[src/rtl/cascaded_biquad_iir_filter_macros.svh]
// assertion macros for the cascaded biquad filter
`ifndef CASCADED_BIQUAD_IIR_FILTER_MACROS_SVH
`define CASCADED_BIQUAD_IIR_FILTER_MACROS_SVH
// property checked on every rising clock edge outside reset
`define CBQ_ASSERT(label, clk, rst, prop, msg) \
   label: assert property (@(posedge clk) disable iff (rst) (prop)) else $error(msg);
// property checked on every rising clock edge, reset included
`define CBQ_ASSERT_ALWAYS(label, clk, prop, msg) \
   label: assert property (@(posedge clk) (prop)) else $error(msg);
`endif

[src/rtl/cbq_pkg.sv]
// package: constants, types and helpers of the cascaded biquad filter
`timescale 1ns / 1ps
package cbq_pkg;
   localparam int MaxSections = 4;
   localparam int DefNumSections = 4;
   localparam int DefFractionBits = 14;
   localparam int CoefBits = 17;
   localparam int SampleBits = 16;
   localparam int AccBits = 32;
   localparam int FeedbackBits = 51;
   localparam int FeedforwardBits = 34;
   localparam int CsrIndexBits = 3;
   localparam int CsrDataBits = 51;
   localparam int SerBits = 5;
   localparam logic [FeedbackBits-1:0] FeedbackReset = 51'd16384;

   // terms of one section, in working order
   typedef enum logic [2:0] {
      TERM_A = 3'd0,
      TERM_B = 3'd1,
      TERM_C = 3'd2,
      TERM_D = 3'd3,
      TERM_E = 3'd4
   } term_type;

   typedef enum logic [1:0] {
      ST_IDLE = 2'd0,
      ST_MUL  = 2'd1,
      ST_DONE = 2'd2
   } state_type;
endpackage

[src/rtl/cascaded_biquad_iir_filter.sv]
// cascaded biquad filter: top level with a bit-serial shared multiplier
// sequence: 5 products per section, each a load step, a bit-serial multiply and an
// accumulate step, for every section in turn from accept to result
// items: one at a time, a new one is not accepted before the last result is produced
// a new item is taken only once the waiting result has left the output register
// reset: synchronous active high; bypass coefficients and all delays zero
`timescale 1ns / 1ps
`include "cascaded_biquad_iir_filter_macros.svh"
module cascaded_biquad_iir_filter #(
   parameter int NUM_SECTIONS = cbq_pkg::DefNumSections,
   parameter int FRACTION_BITS = cbq_pkg::DefFractionBits
) (
   input  logic                                      clock,
   input  logic                                      reset,
   input  logic                                      req_valid,
   output logic                                      req_ready,
   input  logic signed [cbq_pkg::SampleBits-1:0]     req_sample,
   output logic                                      rsp_valid,
   input  logic                                      rsp_ready,
   output logic signed [cbq_pkg::SampleBits-1:0]     rsp_filtered_sample,
   input  logic                                      csr_write,
   input  logic [cbq_pkg::CsrIndexBits-1:0]          csr_index,
   input  logic [cbq_pkg::CsrDataBits-1:0]           csr_data
);
   import cbq_pkg::*;

   localparam int DelayBits = AccBits - FRACTION_BITS;
   localparam int SecBits = (NUM_SECTIONS > 1) ? $clog2(NUM_SECTIONS) : 1;
   localparam logic [SecBits-1:0] LastSec = SecBits'(NUM_SECTIONS - 1);

   // coefficient registers
   logic [FeedbackBits-1:0]    fb_ff [MaxSections];
   logic [FeedforwardBits-1:0] ffw_ff [MaxSections];
   always_ff @(posedge clock) begin
      if (reset) begin
         for (int i = 0; i < MaxSections; i++) begin
            fb_ff[i]  <= FeedbackReset;
            ffw_ff[i] <= '0;
         end
      end else if (csr_write) begin
         if (csr_index[0]) begin
            ffw_ff[csr_index[2:1]] <= csr_data[FeedforwardBits-1:0];
         end else begin
            fb_ff[csr_index[2:1]] <= csr_data;
         end
      end
   end

   // state and datapath registers
   state_type                  state_ff, state_in;
   logic [SecBits-1:0]         sec_ff, sec_in;
   term_type                   term_ff, term_in;
   logic [SerBits-1:0]         bit_ff, bit_in;
   logic [AccBits-1:0]         x_ff, x_in;
   logic [AccBits-1:0]         mcand_ff, mcand_in;
   logic [AccBits-1:0]         mplier_ff, mplier_in;
   logic [AccBits-1:0]         prod_ff, prod_in;
   logic [AccBits-1:0]         w_ff, w_in;
   logic [AccBits-1:0]         y_ff, y_in;
   logic [DelayBits-1:0]       w1_ff [MaxSections];
   logic [DelayBits-1:0]       w2_ff [MaxSections];
   logic                       dly_we;
   logic                       busy_ff, busy_in;
   logic                       out_valid_ff, out_valid_in;
   logic [SampleBits-1:0]      out_ff, out_in;

   // operand selection for the current term
   logic [FeedbackBits-1:0]    fb_sel;
   logic [FeedforwardBits-1:0] ffw_sel;
   logic [CoefBits-1:0]        coef_sel;
   logic [AccBits-1:0]         data_sel;
   logic [AccBits-1:0]         w1_ext, w2_ext, w_sh, y_sh;
   always_comb begin
      fb_sel  = fb_ff[2'(sec_ff)];
      ffw_sel = ffw_ff[2'(sec_ff)];
      w1_ext  = AccBits'($signed(w1_ff[2'(sec_ff)]));
      w2_ext  = AccBits'($signed(w2_ff[2'(sec_ff)]));
      case (term_ff)
         TERM_A:  begin coef_sel = fb_sel[CoefBits-1:0];               data_sel = x_ff;   end
         TERM_B:  begin coef_sel = fb_sel[2*CoefBits-1:CoefBits];      data_sel = w1_ext; end
         TERM_C:  begin coef_sel = fb_sel[3*CoefBits-1:2*CoefBits];    data_sel = w2_ext; end
         TERM_D:  begin coef_sel = ffw_sel[CoefBits-1:0];              data_sel = w1_ext; end
         TERM_E:  begin coef_sel = ffw_sel[2*CoefBits-1:CoefBits];     data_sel = w2_ext; end
         default: begin coef_sel = '0;                                 data_sel = '0;     end
      endcase
   end

   // accumulate the finished product into w and y
   logic [AccBits-1:0] w_acc, y_acc;
   always_comb begin
      w_acc = w_ff;
      y_acc = y_ff;
      case (term_ff)
         TERM_A:  w_acc = prod_ff;
         TERM_B:  w_acc = w_ff - prod_ff;
         TERM_C:  w_acc = w_ff - prod_ff;
         TERM_D:  y_acc = w_ff + prod_ff;
         TERM_E:  y_acc = y_ff + prod_ff;
         default: ;
      endcase
      w_sh = $signed(w_ff) >>> FRACTION_BITS;
      y_sh = $signed(y_acc) >>> FRACTION_BITS;
   end

   // sequencer: one product bit per cycle while in the multiply state, shift-and-add
   always_comb begin
      state_in     = state_ff;
      sec_in       = sec_ff;
      term_in      = term_ff;
      bit_in       = bit_ff;
      x_in         = x_ff;
      mcand_in     = mcand_ff;
      mplier_in    = mplier_ff;
      prod_in      = prod_ff;
      w_in         = w_ff;
      y_in         = y_ff;
      dly_we       = 1'b0;
      busy_in      = busy_ff;
      out_valid_in = out_valid_ff;
      out_in       = out_ff;
      req_ready    = (state_ff == ST_IDLE);
      if (out_valid_ff && rsp_ready) begin
         out_valid_in = 1'b0;
      end
      case (state_ff)
         ST_IDLE: begin
            if (req_valid) begin
               x_in     = AccBits'($signed(req_sample));
               sec_in   = '0;
               term_in  = TERM_A;
               state_in = ST_DONE;
               busy_in  = 1'b1;
            end
         end
         ST_DONE: begin
            // load the operands of the current term
            mcand_in  = data_sel;
            mplier_in = AccBits'($signed(coef_sel));
            prod_in   = '0;
            bit_in    = '0;
            state_in  = ST_MUL;
         end
         ST_MUL: begin
            if (mplier_ff[0]) begin
               prod_in = prod_ff + mcand_ff;
            end
            mcand_in  = mcand_ff << 1;
            mplier_in = mplier_ff >> 1;
            bit_in    = bit_ff + 1'b1;
            if (bit_ff == SerBits'(AccBits - 1)) begin
               // product complete next cycle: fold in via prod_in
               state_in = ST_DONE;
            end
         end
         default: state_in = ST_IDLE;
      endcase
      // when the product just finished, accumulate (prod_ff final at entry to DONE)
      if (state_ff == ST_DONE && busy_ff && bit_ff == SerBits'(AccBits - 1)) begin
         w_in = w_acc;
         y_in = y_acc;
         bit_in = '0;
         if (term_ff == TERM_E) begin
            dly_we = 1'b1;
            x_in   = AccBits'($signed(y_sh[SampleBits-1:0]));
            term_in = TERM_A;
            if (sec_ff == LastSec) begin
               out_in       = y_sh[SampleBits-1:0];
               out_valid_in = 1'b1;
               state_in     = ST_IDLE;
               busy_in      = 1'b0;
            end else begin
               sec_in = sec_ff + 1'b1;
               state_in = ST_DONE;
               // operands load next cycle with the new section
               bit_in = '0;
               mplier_in = mplier_ff;
               mcand_in = mcand_ff;
            end
         end else begin
            term_in  = term_type'(term_ff + 3'd1);
            state_in = ST_DONE;
            mplier_in = mplier_ff;
            mcand_in = mcand_ff;
         end
         if (state_in == ST_DONE) begin
            // next visit to DONE loads operands
            bit_in = '0;
         end
         if (out_valid_ff && !(rsp_ready) && state_in == ST_IDLE) begin
            out_valid_in = 1'b1;
         end
      end
      // in idle, accept no new item while a waiting result is not yet taken
      if (state_ff == ST_IDLE) begin
         req_ready = !(out_valid_ff && !rsp_ready) ? 1'b1 : 1'b0;
         if (!req_ready) begin
            state_in = ST_IDLE;
            busy_in  = busy_ff;
         end
      end
   end

   // bit counter marks a pending fold: DONE with bit 31 accumulates, otherwise loads
   always_ff @(posedge clock) begin
      if (reset) begin
         state_ff     <= ST_IDLE;
         sec_ff       <= '0;
         term_ff      <= TERM_A;
         bit_ff       <= '0;
         busy_ff      <= 1'b0;
         out_valid_ff <= 1'b0;
         for (int i = 0; i < MaxSections; i++) begin
            w1_ff[i] <= '0;
            w2_ff[i] <= '0;
         end
      end else begin
         state_ff     <= state_in;
         sec_ff       <= sec_in;
         term_ff      <= term_in;
         busy_ff      <= busy_in;
         out_valid_ff <= out_valid_in;
         if (state_ff == ST_MUL && bit_ff == SerBits'(AccBits - 1)) begin
            bit_ff <= bit_ff;
         end else begin
            bit_ff <= bit_in;
         end
         if (dly_we) begin
            w2_ff[2'(sec_ff)] <= w1_ff[2'(sec_ff)];
            w1_ff[2'(sec_ff)] <= w_sh[DelayBits-1:0];
         end
      end
   end

   always_ff @(posedge clock) begin
      x_ff      <= x_in;
      mcand_ff  <= mcand_in;
      mplier_ff <= mplier_in;
      prod_ff   <= prod_in;
      w_ff      <= w_in;
      y_ff      <= y_in;
      out_ff    <= out_in;
   end

   assign rsp_valid           = out_valid_ff;
   assign rsp_filtered_sample = out_ff;

   // checks
   `CBQ_ASSERT(a_no_accept_busy, clock, reset, (state_ff != ST_IDLE) |-> !req_ready, "item accepted while busy")
   `CBQ_ASSERT(a_rsp_hold, clock, reset, (rsp_valid && !rsp_ready) |=> (rsp_valid && $stable(rsp_filtered_sample)), "waiting result changed")
   `CBQ_ASSERT(a_sec_range, clock, reset, sec_ff <= LastSec, "section counter out of range")
   `CBQ_ASSERT_ALWAYS(a_reset_idle, clock, reset |=> (state_ff == ST_IDLE && !rsp_valid), "not idle after reset")
endmodule

[config.mk]
export PLATFORM = sky130hd
export DESIGN_NAME = cascaded_biquad_iir_filter
export DESIGN_NICKNAME = d
export VERILOG_FILES = /design/src/rtl/cbq_pkg.sv /design/src/rtl/cascaded_biquad_iir_filter.sv
export VERILOG_INCLUDE_DIRS = /design/src /design/src/rtl
export SDC_FILE = /design/constraint.sdc
export NUM_CORES = 1
export LEC_CHECK = 0
export BUFFER_PORTS_ARGS = -buffer_cell sky130_fd_sc_hd__buf_2
export CAP_MARGIN = 20
export CORE_ASPECT_RATIO = 1.1
export CORE_UTILIZATION = 35
export CTS_BUF_LIST = sky130_fd_sc_hd__clkbuf_4 sky130_fd_sc_hd__clkbuf_8 sky130_fd_sc_hd__clkbuf_16
export CTS_CLUSTER_DIAMETER = 40
export DETAILED_ROUTE_END_ITERATION = 12
export PLACE_DENSITY = 0.55
export SETUP_SLACK_MARGIN = 0.02
export SYNTH_ARGS = -nofsm -noshare
export SYNTH_HDL_FRONTEND = slang
export SYNTH_SLANG_ARGS = --single-unit
[constraint.sdc]
create_clock -name clock -period 10 [get_ports clock]
set_input_delay 1.5 -clock clock [delete_from_list [all_inputs] [get_ports clock]]
set_output_delay 1.5 -clock clock [all_outputs]
set_load 0.01 [all_outputs]
After elaboration in Yosys (flattened, before gate mapping)
Memories as Yosys holds them, arrays and structs flattened. A register that Yosys moved wholly into a read port is not among the register bits. Cells that the tools add are included.

Add/sub/neg operators: 7. Equality and inequality tests: 12. Muxes and demuxes: 83. Bitwise operators: 1. Reduce and logical (&&, ||, !) cells: 30.

Operators by type and width (count): $mux 32 (11); $pmux 32 s2 (5); $add 32x32->32 (3); $pmux 32 s3 (1); $pmux 17 s5 (1); $mux 51 (1); $reduce_or 51->1 (1); $mux 2 (21); $mux 18 (2); $reduce_or 18->1 (2); $mux 34 (1); $reduce_or 34->1 (1); $mux 1 (33); $sub 32x32->32 (1); $mux 3 (4); $reduce_and 2->1 (6); $pmux 5 s2 (1); $reduce_bool 2->1 (5); $eq 3x2->1 const B (2); $logic_and 1x1->1 (6); $pmux 2 s3 (1); $reduce_or 2->1 (3); $add 5x1->5 const B (1); $eq 5x5->1 const B (1); 15 further kinds (19).

Flip-flop bits (word level): 222. Bits in writable memories: 484. Word-level logic and storage cells: 151. Memories: 4.

Memory list: fb_ff (depth 4, width 51, rd ports 1, clocked after memory_dff 1, wr ports 4, line cascaded_biquad_iir_filter.sv:32) `logic [FeedbackBits-1:0] fb_ff [MaxSections];`; ffw_ff (depth 4, width 34, rd ports 1, clocked after memory_dff 1, wr ports 4, line cascaded_biquad_iir_filter.sv:33) `logic [FeedforwardBits-1:0] ffw_ff [MaxSections];`; w1_ff (depth 4, width 18, rd ports 1, clocked after memory_dff 1, wr ports 4, line cascaded_biquad_iir_filter.sv:60) `logic [DelayBits-1:0] w1_ff [MaxSections];`; w2_ff (depth 4, width 18, rd ports 1, clocked after memory_dff 1, wr ports 4, line cascaded_biquad_iir_filter.sv:61) `logic [DelayBits-1:0] w2_ff [MaxSections];`.

Longest topological paths before layout
Depth after elaboration: 9. Mapped depth: 21. Gate-level depth less buffers: 18.

Worst setup path before layout
Ideal clock, no wire load.

Kind: input to register. Start: in csr_index[1] in the netlist's numbering. End: mem fb_ff[2][0], enable pin. Setup time: 0.536 ns. Arrival time: 5.507 ns. Required time: 9.464 ns. Setup slack: 3.957 ns. Cell stages on the path: 2. Cells stage by stage: clkbuf_1 > o31ai_1.

RTL lines: from (decl) (line cascaded_biquad_iir_filter.sv:22) `input logic [cbq_pkg::CsrIndexBits-1:0] csr_index,`; to (decl) (line cascaded_biquad_iir_filter.sv:32).

Final worst setup path
Start: reg term_ff[0]. End: reg x_ff[21].

Word-level cells in the longest chain between the ends: 4. Elaborated cells between the ends (all ways): 5. Classes of those cells: 2 x eq/ne; 3 x mux.

RTL lines: from (decl) (line cascaded_biquad_iir_filter.sv:52) `term_type term_ff, term_in;`; from (signal assigned) (line cascaded_biquad_iir_filter.sv:219) `term_ff <= term_in;`; $eq 3x3->1 / $eq 3x2->1 (equally long branches) (line cascaded_biquad_iir_filter.sv:93, cascaded_biquad_iir_filter.sv:162); $pmux 32 s2 (line cascaded_biquad_iir_filter.sv:93) `case (term_ff)`; $mux 32 * (line cascaded_biquad_iir_filter.sv:162) `if (term_ff == TERM_E) begin`; $mux 32 * (line cascaded_biquad_iir_filter.sv:158) `if (state_ff == ST_DONE && busy_ff && bit_ff == SerBits'(AccBits - 1)) begin`; named net x_in[21] (line cascaded_biquad_iir_filter.sv:54) `logic [AccBits-1:0] x_ff, x_in;`; to (signal assigned) (line cascaded_biquad_iir_filter.sv:235) `x_ff <= x_in;`; to (decl) (line cascaded_biquad_iir_filter.sv:54).

Mark *: on every way through the listed nets, which the timed path passes. The rest lies on a longest branch. A chain may end at the register's enable or synchronous reset.

==> results.md <==
* Initial antenna violation count at 7
* Status: finished, final reports clean
* Synth top cells by count: 658 x edfxtp_1, 452 x and2_1, 296 x nand2_1, 131 x clkbuf_1, 121 x mux4_2
* Root Buffer: clkbuf_16
* Power Density at 207 nW/um2
* IO Count at 93
* DRT iter0 DRCs at 1691
* Area grow syn2layout at 16.9%
* Vias post-DR at 23000
* Number of global-route vias before repair at 23800
* Starting Density at 35.5%
* Post-CTS setup buffers at 0
* WHS Endpoint: x_ff[20]
* Maximum VDD drop at 180 uV
* WP data required at 10620 ps
* Final ANT Viol Nets at 0
* Number of flops mapped to enable cells by yosys at 658
* GRT Total Usage at 19.0%
* Final setup viols at 0
* Worst Tran Pin Value at 1080 ps
* Yosys top cell by area: edfxtp_1
* Mapped Cells at 2807
* Hold/Removal Path Class: reg2reg
* Top cell type's share of synthesized area at 55.9%
* R2r startpoint: term_ff[0]
* Yosys reg bits at 704
* Setup TNS at 0 ps
* Tot Pwr at 8550 uW
* Warnings from Yosys at 0
* Worst skew pair latency at 720 ps
* Resized Gates After CTS at 0
* Slew HR at 27.8%
* Vias per cell at 5.36
* Largest cells by area after synthesis: edfxtp_1 56%, and2_1 8.0%, mux4_2 7.7%
* Drt wl/cell at 22.7 um
* Global-route wire length before repair at 147000 um
* Die extent in x at 305 um
* Final count of hold timing violations at 0
* Post-Synth XOR/XNOR Area at 1.96%
* TritonCTS buffer count at 112
* Netlist Area Pre-Place at 35400 um2
* Crit-path max FO at 41
* Multiplexer share of the synthesized area at 7.97%
* Die height at 335 um
* Lkg Pwr at 0.0154 uW
* Total core area at 99600 um2
* Largest family of logic cells by synthesized area: simple AND/OR/NAND/NOR gates
* Post-synthesis adder-cell area fraction at 4.03%
* Synth Area in Compound Gates at 9.39%
* Max-cap viol count at 0
* Largest net degree at the start of global routing at 83
* CTS tree: built
* Die area at 102000 um2
* # rows at 121
* Count leader, synth: edfxtp_1
* NumNets Final at 3088
* Simple-gate share of the synthesized area at 15.8%
* R2r setup slk at 4800 ps
* DP Wirelength at 62300 um
* Final wirelength at 97300 um
* Layout cell share with drive strength beyond 1 at 17.0%
* Reg2reg path depth at 17
* CP Launch Type: register
* Average size of a mapped cell at 12.6 um2
* Skew final at 78.2 ps
* CTS sink cnt at 704
* GR Overflow Total at 0
* Ys flop type: edfxtp_1
* Crit path kind: reg2reg
* Achievable frequency at 192 MHz
* Clock tree buffer depth at 3
* Cts hold-fix bufs at 0
* Hold Path Origin: x_ff[20]
* Final Cycle Share at 52.0%
* Final min period at 5200 ps
* R2r endpoint: x_ff[21]
* Hold path depth at 2
* DR pass1 iterations at 5
* IO buf count at 92
* Clock transition at path regs at 60 ps
* RSZ-0062 raised after global routing: false
* Worst Setup End Kind: register
* Sequential-to-total area share from yosys stat at 58.5%
* Final Max Slew Viols at 0
* FFs w/ async S/R, synth at 0%
* Post-Syn Nets at 2994
* CTS H-tree depth at 3
* DRC viols at 0
* GPL Wtd Cong at 0.910
* Synth unique cells at 76
* Critical path arrival at 5820 ps
[critical path: stages (launching register included)]
cell	delay [ps]
dfxtp_1	340
inv_1	110
ha_1	150
buf_4	290
inv_1	170
nor2_4	400
buf_4	570
nand2_1	110
nand2_1	100
ha_1	290
nand3_1	100
a21oi_1	60
a2111oi_0	740
o21a_2	310
o21ai_2	120
a311oi_4	360
mux2i_2	630
a21boi_1	270
[where the power goes]
| group | internal [uW] | switching [uW] |
|---|---|---|
| logic | 385 | 589 |
| registers | 3480 | 125 |
| clock network | 2450 | 1520 |
[metal layers]
layer  GRT usage (%)  routed length, um
met1            22.8              39100
met2            33.6              49800
met3            3.37               4910
met4            7.79               3500
met5               0                 63
[cell type report]
cell class	instances	area (um2)
Tap cell	1291	1620
Timing Repair Buffer	141	898
Clock inverter	88	1000
Inverter	62	233
Multi-Input combinational cell	1880	14000
Fill cell	9288	58300
Sequential cell	704	20700
Antenna cell	3	7.51
Clock buffer	124	2910
[registers in the layout, summed over array words and instances (netlist names), 72 cells and up]
name    cells
ffw_ff    136
fb_ff     204
w1_ff      72
w2_ff      72
[placed cells by master, fill, tap and decap left out, types with 83 or more instances in the layout]
master	count
buf_2	92
nor2_1	105
mux4_2	121
a21oi_1	116
ha_1	108
nand2_1	296
edfxtp_1	658
o21ai_0	83
clkbuf_16	112
and2_1	452
[worst max-delay path by stage]
stage / startpoint / to / slack [ps] / cells past startpoint
floorplan: csr_index[1] / fb_ff[2][0] / 3960 / 2
global placement: term_ff[0] / x_ff[23] / 5030 / 17
detailed placement: term_ff[0] / x_ff[21] / 4800 / 17
CTS: term_ff[0] / x_ff[21] / 4800 / 17
global route: term_ff[0] / x_ff[29] / 4340 / 17
finish: term_ff[0] / x_ff[21] / 4800 / 17
[metrics by stage]
stage	cells	instance area, um2	util, %	worst slack (ps)	hold WS [ps]
after floorplan	2807	35400	-	3960	435
after global placement	4074	37300	37.5	5030	446
after detailed placement	4074	37300	37.5	4800	451
after CTS	4286	41300	41.4	4800	462
after global routing	4291	41300	41.5	4340	480
final	4293	41300	41.5	4800	460
[logic make-up after synthesis]
kind of cell | count (synthesis)
simple gates | 1058
flops | 704
compound gates | 501
buf+inv | 223
mux | 130
fa+ha+maj | 112
xor+xnor | 79
No activity file was read; power rests on OpenSTA's default activity.
